## src/hdl/u16t_pkg.sv

```systemverilog
`timescale 1ns / 1ps
// ----------------------------------------------------------------------------
// u16t_pkg
// Shared sizes, code points and record types of the UTF-16 title converter.
// ----------------------------------------------------------------------------
package u16t_pkg;

  localparam int NameBuffer = 128;
  localparam int TitleUnits = 64;

  localparam int UnitW = 16;
  localparam int ByteW = 8;
  localparam int CharW = 7;
  localparam int EmitW = $clog2(NameBuffer - 3);
  localparam int IdxW  = $clog2(TitleUnits + 1);
  localparam int WideW = 2;

  localparam logic [EmitW-1:0] OutLimit  = EmitW'(NameBuffer - 4);
  localparam logic [IdxW-1:0]  UnitLimit = IdxW'(TitleUnits);
  localparam logic [EmitW-1:0] MinChars  = EmitW'(3);
  localparam logic [WideW-1:0] WideSat   = '1;

  localparam logic [UnitW-1:0] HighFirst = 16'hD800;
  localparam logic [UnitW-1:0] HighLast  = 16'hDBFF;
  localparam logic [UnitW-1:0] LowFirst  = 16'hDC00;
  localparam logic [UnitW-1:0] LowLast   = 16'hDFFF;
  localparam logic [UnitW-1:0] LineFeed  = 16'h000A;
  localparam logic [UnitW-1:0] CarRet    = 16'h000D;
  localparam logic [UnitW-1:0] Latin1Top = 16'h00FF;
  localparam logic [ByteW-1:0] SpaceChar = 8'h20;

  typedef struct packed {
    logic [EmitW-1:0] emitted_count;
    logic [IdxW-1:0]  unit_index;
    logic [WideW-1:0] wide_count;
    logic             last_was_space;
    logic             high_pending;
    logic             stopped;
  } title_state_t;

  typedef struct packed {
    logic [ByteW-1:0] out_byte;
    logic             byte_valid;
    logic             title_done;
    logic             discard_title;
    logic [CharW-1:0] char_count;
  } title_result_t;

endpackage

```

## src/hdl/u16t_step.sv

```systemverilog
`timescale 1ns / 1ps
// ----------------------------------------------------------------------------
// u16t_step
// Per-word conversion: surrogate joining, newline folding, Latin-1 folding,
// limits and counters. Pure combinational next state and result.
// ----------------------------------------------------------------------------
module u16t_step import u16t_pkg::*; (
  input  logic [UnitW-1:0] code_unit,
  input  logic             final_unit,
  input  title_state_t     cur,
  output title_state_t     nxt,
  output title_result_t    res
);

  function automatic logic [ByteW-1:0] fold_latin1(input logic [ByteW-1:0] cp);
    logic [ByteW-1:0] r;
    case (cp)
      8'hE4:   r = "a";
      8'hF6:   r = "o";
      8'hFC:   r = "u";
      8'hC4:   r = "A";
      8'hD6:   r = "O";
      8'hDC:   r = "U";
      8'hDF:   r = "s";
      8'hE9:   r = "e";
      default: r = cp;
    endcase
    return r;
  endfunction

  logic             is_low;
  logic             is_high;
  logic             is_nl;
  logic             proc;
  logic [1:0]       wide_add;
  logic [WideW:0]   wide_sum;
  logic             valid;
  logic [ByteW-1:0] byte_out;

  assign is_low  = (code_unit >= LowFirst) && (code_unit <= LowLast);
  assign is_high = (code_unit >= HighFirst) && (code_unit <= HighLast);
  assign is_nl   = (code_unit == LineFeed) || (code_unit == CarRet);

  always_comb begin
    nxt      = cur;
    proc     = !cur.stopped;
    wide_add = 2'd0;
    valid    = 1'b0;
    byte_out = '0;

    // pending high surrogate resolves on this word
    if (proc && cur.high_pending) begin
      nxt.high_pending = 1'b0;
      wide_add         = 2'd1;
      if (is_low) begin
        proc = 1'b0;
        if (cur.unit_index != UnitLimit) begin
          nxt.unit_index = cur.unit_index + 1'b1;
        end
      end
    end

    if (proc) begin
      if (cur.unit_index >= UnitLimit || cur.emitted_count >= OutLimit) begin
        nxt.stopped = 1'b1;
      end else begin
        nxt.unit_index = cur.unit_index + 1'b1;
        if (code_unit == '0) begin
          nxt.stopped = 1'b1;
        end else if (is_nl) begin
          if (cur.emitted_count != '0 && !cur.last_was_space) begin
            valid    = 1'b1;
            byte_out = SpaceChar;
          end
        end else if (is_high) begin
          nxt.high_pending = 1'b1;
        end else if (code_unit <= Latin1Top) begin
          valid    = 1'b1;
          byte_out = fold_latin1(code_unit[ByteW-1:0]);
        end else begin
          wide_add = wide_add + 2'd1;
        end
      end
    end

    if (valid) begin
      nxt.emitted_count  = cur.emitted_count + 1'b1;
      nxt.last_was_space = (byte_out == SpaceChar);
    end

    // high surrogate left dangling at the end of the slot
    if (final_unit && nxt.high_pending && !nxt.stopped) begin
      wide_add = wide_add + 2'd1;
    end

    wide_sum = {1'b0, cur.wide_count} + (WideW+1)'(wide_add);
    if (wide_sum > (WideW+1)'(WideSat)) begin
      nxt.wide_count = WideSat;
    end else begin
      nxt.wide_count = wide_sum[WideW-1:0];
    end

    res.out_byte      = byte_out;
    res.byte_valid    = valid;
    res.title_done    = final_unit;
    res.discard_title = final_unit && (nxt.emitted_count < MinChars)
                        && (nxt.wide_count == WideSat);
    res.char_count    = CharW'(nxt.emitted_count);

    if (final_unit) begin
      nxt = '0;
    end
  end

endmodule

```

## src/hdl/utf16_title_to_ascii.sv

```systemverilog
`timescale 1ns / 1ps
// ----------------------------------------------------------------------------
// utf16_title_to_ascii
// Converts a stream of UTF-16 title words into Latin-1 bytes with title
// bookkeeping (char count, discard flag on the last word).
//
// Pipeline: accepted words enter the input register, which feeds the
//   conversion logic; the result register loads when the output can take it.
// Throughput: one word per cycle while results are taken; the title state updates with each word.
// Reset: synchronous rst clears both stage valids and the title state.
// ----------------------------------------------------------------------------
module utf16_title_to_ascii import u16t_pkg::*; (
  input  logic             clk,
  input  logic             rst,
  input  logic             unit_valid,
  output logic             unit_ready,
  input  logic [UnitW-1:0] code_unit,
  input  logic             final_unit,
  output logic             result_valid,
  input  logic             result_ready,
  output logic [ByteW-1:0] out_byte,
  output logic             byte_valid,
  output logic             title_done,
  output logic             discard_title,
  output logic [CharW-1:0] char_count
);

  logic             s1_valid;
  logic [UnitW-1:0] s1_code;
  logic             s1_final;
  logic             s2_take;
  logic             s1_ready;
  title_state_t     state;
  title_state_t     state_next;
  title_result_t    res_next;
  title_result_t    res;

  assign s2_take    = s1_valid && (!result_valid || result_ready);
  assign s1_ready   = !s1_valid || s2_take;
  assign unit_ready = s1_ready;

  // input register
  always_ff @(posedge clk) begin
    if (rst) begin
      s1_valid <= 1'b0;
    end else if (s1_ready) begin
      s1_valid <= unit_valid;
    end
    if (s1_ready && unit_valid) begin
      s1_code  <= code_unit;
      s1_final <= final_unit;
    end
  end

  u16t_step u_step (
    .code_unit  (s1_code),
    .final_unit (s1_final),
    .cur        (state),
    .nxt        (state_next),
    .res        (res_next)
  );

  // title state and result register
  always_ff @(posedge clk) begin
    if (rst) begin
      state        <= '0;
      result_valid <= 1'b0;
    end else begin
      if (s2_take) begin
        state <= state_next;
      end
      if (s2_take) begin
        result_valid <= 1'b1;
      end else if (result_ready) begin
        result_valid <= 1'b0;
      end
    end
    if (s2_take) begin
      res <= res_next;
    end
  end

  assign out_byte      = res.out_byte;
  assign byte_valid    = res.byte_valid;
  assign title_done    = res.title_done;
  assign discard_title = res.discard_title;
  assign char_count    = res.char_count;

  a_clear_after_final: assert property (@(posedge clk) disable iff (rst)
    s2_take && s1_final |=> state == '0)
    else $error("title state not cleared after last word");

  a_byte_nonzero: assert property (@(posedge clk) disable iff (rst)
    result_valid && byte_valid |-> out_byte != '0)
    else $error("emitted byte is zero");

  a_idle_byte_zero: assert property (@(posedge clk) disable iff (rst)
    result_valid && !byte_valid |-> out_byte == '0)
    else $error("byte set without byte_valid");

  a_discard_on_done: assert property (@(posedge clk) disable iff (rst)
    result_valid && discard_title |-> title_done)
    else $error("discard flag outside last word");

  a_stopped_holds: assert property (@(posedge clk) disable iff (rst)
    s2_take && state.stopped && !s1_final |=> state.stopped
      && $stable(state.emitted_count))
    else $error("stopped title changed");

endmodule

```

## config.mk

```make
export PLATFORM = sky130hd
export DESIGN_NAME = utf16_title_to_ascii
export DESIGN_NICKNAME = d
export VERILOG_FILES = /design/src/hdl/u16t_pkg.sv /design/src/hdl/u16t_step.sv /design/src/hdl/utf16_title_to_ascii.sv
export SDC_FILE = /design/constraint.sdc
export NUM_CORES = 1
export LEC_CHECK = 0
export ABC_AREA = 1
export BUFFER_PORTS_ARGS = -buffer_cell sky130_fd_sc_hd__buf_2
export CORE_UTILIZATION = 55
export DETAILED_ROUTE_END_ITERATION = 8
export GPL_TIMING_DRIVEN = 0
export PLACE_DENSITY = 0.86
export SKIP_LAST_GASP = 1
export SYNTH_ARGS = -nofsm -noshare
export SYNTH_HDL_FRONTEND = slang
export SYNTH_SLANG_ARGS = --single-unit
```

## constraint.sdc

```tcl
create_clock -name clk -period 6.1 [get_ports clk]
set_input_delay 0.61 -clock clk [delete_from_list [all_inputs] [get_ports clk]]
set_output_delay 0.61 -clock clk [all_outputs]
set_load 0.01 [all_outputs]
```

==> summary.md <==
| Metric | Value |
|---|---|
| Worst hold margin | 0.466 ns |
| Synth top area share | 34.9% |
| NumNets Final | 440 |
| Critical Path RT | 6.18 ns |
| Maximum vdd ir drop | 0.191 mV |
| Layout cells sized above 1 | 20.3% |
| N_diodes | 0 |
| Hold-fix buffers at CTS | 0 |
| Crit path top cell by count | nand2_1 |
| Highest routed layer | met4 |
| RSZ-0062 raised after global routing | false |
| Status | completed |
| Final Slew Violations | 0 |
| Pwr Total | 0.681 mW |
| Routed len/inst | 11.2 um |
| All-Layer GR Usage | 20.3% |
| PD cells | 201 nW/um2 |
| Num Clock Sinks | 56 |
| Post-synth EDFFs | 35 |
| Clk_lat worst skew | 0.31 ns |
| Post-Syn Nets | 393 |
| Postcts setup bufs | 0 |
| PortBufs | 40 |
| Max Clk Rate | 316 MHz |
| Most common cell in the netlist | nand2_1 |
| Top delay family on crit path | simple AND/OR/NAND/NOR gates |
| Initial Util | 57.9% |
| Avg Cell Area, Syn | 8.26 um2 |
| Final Hold Viols | 0 |
| Buf/Inv on CP | 1 |
| Yosys Warn Count | 0 |
| Final TNS setup | 0 ns |
| Pin count of the biggest net entering global routing | 20 |
| Worst hold path type | input port to flip-flop |
| Pre-CTS setup slack | 2.98 ns |
| Synth Cell Area | 3010 um2 |
| Crit-path max cell delay | 0.46 ns |
| Wire length on met2 | 2710 um |
| Initial antenna violation count | 0 |
| Die Span Y | 76.0 um |
| Root Driver | clkbuf_8 |
| Crit path cell chain | nor2_1 > nand2_1 > nor2_1 > nand2_1 > nand2_1 > nor3_2 > o211ai_1 > nand3_1 > nand2_1 > inv_1 > ha_1 > fa_1 > or2_2 > nand3_1 > nor2_1 > nand3_1 > nor2_2 |
| Drt total wl | 5430 um |
| Register area share after synthesis | 48.8% |
| # DRC | 0 |
| H-tree depth | 2 |
| Setup crit end kind | flip-flop |
| Die W | 76.0 um |
| Maxcap violations | 0 |
| Clk slew on worst S/H paths | 0.10 ns |
| HPWL after DPL | 4130 um |
| Vias/cell | 5.14 |
| DIE AREA | 5780 um2 |
| Cell variety after synth | 39 |
| Site row count | 26 |
| Vias | 2,482 |
| Final worst setup slack | 2.93 ns |
| CTS tree | built |
| Crit-path max FO | 4 |
| Prevailing post-synth register cell | edfxtp_1 |
| I/O Pins | 41 |
| PostCTS Resize Cnt | 0 |
| Critical Path AT | 3.25 ns |
| Startpoint types | flip-flop |
| LEAKAGE | 1.49 nW |
| Final setup vio count | 0 |
| Clock Skews | 0.00354 ns |
| Fill cell count | 433 |
| Most instantiated cells after synthesis | nand2_1, nor2_1, inv_1, edfxtp_1, nand3_1 |
| First-pass GRT wire length | 9410 um |
| Drt first pass iters | 5 |
| ANT nets after route | 0 |
| Cells after Synth | 365 |
| Vias in the first global route | 2,261 |
| Cell taking the most area after synthesis | edfxtp_1 |
| Top cells by area, synth | edfxtp_1, dfxtp_1, nand2_1, nor2_1, inv_1 |
| Slowest-stage cell, CP | edfxtp_1 |
| Share of flip-flops with an asynchronous set or reset | 0% |
| Max-slew headroom | 53.5% |
| DRT iter0 DRCs | 139 |
| Area Overhead vs Synth | 12.6% |
| Slew @ Worst Pin | 0.697 ns |
| CORE AREA | 5200 um2 |
| TritonCTS Buffers | 5 |
| #FFs+latches synth | 56 |
| Final Cycle Share | 51.9% |
| Met3 wire len | 332 um |
| Final GP Congestion | 0.903 |
| Metal-1 WL | 2280 um |
| CTS Buffer Depth | 2 |
| Min cycle time layout | 3.17 ns |
| GRT overflow | 0 |
| Type of the worst setup path | flip-flop to flip-flop |
cell type report:
type	count	area, um2	area share (%)
inverters	48	185	5.46
flip-flops and latches	56	1470	43.4
clock inverters	3	22.5	0.664
repair buffers	40	200	5.90
plain buffers	7	41.3	1.22
multi-input cells	254	1320	38.8
well taps	70	87.6	2.58
clock buffers	5	68.8	2.03
per-stage QoR:
stage	utilization (%)	cells	instance area [um2]
6_report	65.2	483	3390
5_1_grt	65.2	483	3390
4_1_cts	65.2	483	3390
3_5_place_dp	63.4	475	3300
3_3_place_gp	63.4	475	3300
2_1_floorplan	-	365	3010
flip-flops by register name, indices dropped and copies added (netlist names):
| register | cells |
|---|---|
| byte_valid | 1 |
| char_count | 7 |
| discard_title | 1 |
| out_byte | 8 |
| result_valid | 1 |
| s1_code | 16 |
| s1_final | 1 |
| s1_valid | 1 |
| state | 19 |
| title_done | 1 |
placed cells by master, fill, tap and decap left out, drive strengths merged, types with 2 or more instances in the layout:
| cell | instances |
|---|---|
| dfxtp | 21 |
| inv | 49 |
| or2 | 2 |
| a21oi | 24 |
| nor2 | 48 |
| nor3 | 6 |
| nand2 | 111 |
| o21ai | 8 |
| clkbuf | 10 |
| nand4 | 5 |
| o211ai | 2 |
| nand3 | 27 |
| o21bai | 2 |
| edfxtp | 35 |
| xnor2 | 4 |
| o22ai | 2 |
| ha | 6 |
| clkinv | 2 |
| buf | 42 |
worst paths after layout:
kind	end	cells after the start	slack, ns	start
setup / recovery	discard_title$_DFFE_PP_	17	2.93	s1_code[6]$_DFFE_PP_
hold / removal	s1_code[14]$_DFFE_PP_	1	0.47	code_unit[14]
setup reg to reg	discard_title$_DFFE_PP_	17	2.93	s1_code[6]$_DFFE_PP_
hold reg to reg	state[11]$_SDFFE_PP0P_	2	0.47	state[11]$_SDFFE_PP0P_
cells by family (layout without fill, tap and decap cells):
kind of cell | after synthesis | in the layout | synth area share, %
buffers and inverters | 55 | 103 | 7.51
and+or+nand+nor | 200 | 200 | 30.3
DFF | 56 | 56 | 48.8
AOI/OAI and AO/OA | 42 | 42 | 8.51
adders and majority gates | 7 | 7 | 3.15
xor gates and xnor gates | 5 | 5 | 1.70
power breakdown:
| group | internal, mW | switching, mW | leakage (nW) |
|---|---|---|---|
| logic | 0.0184 | 0.0326 | 0.945 |
| registers | 0.417 | 0.00855 | 0.498 |
| clock network | 0.0825 | 0.122 | 0.0485 |
| total | 0.518 | 0.163 | 1.49 |
layer usage:
layer,vias to the layer above,track usage (%)
met2,84,34.9
met3,10,3.95
met1,1105,24.7
met5,-,0
met4,0,9.23
li1,1283,-
worst reg2reg max path, stage by stage (launching register included):
cell,delay (ns)
edfxtp_1,0.46
nor2_1,0.13
nand2_1,0.09
nor2_1,0.24
nand2_1,0.14
nand2_1,0.12
nor3_2,0.06
o211ai_1,0.20
nand3_1,0.13
nand2_1,0.09
inv_1,0.05
ha_1,0.18
fa_1,0.44
or2_2,0.32
nand3_1,0.09
nor2_1,0.06
nand3_1,0.10
nor2_2,0.04
Note: power is estimated with default switching activity, not from simulation.
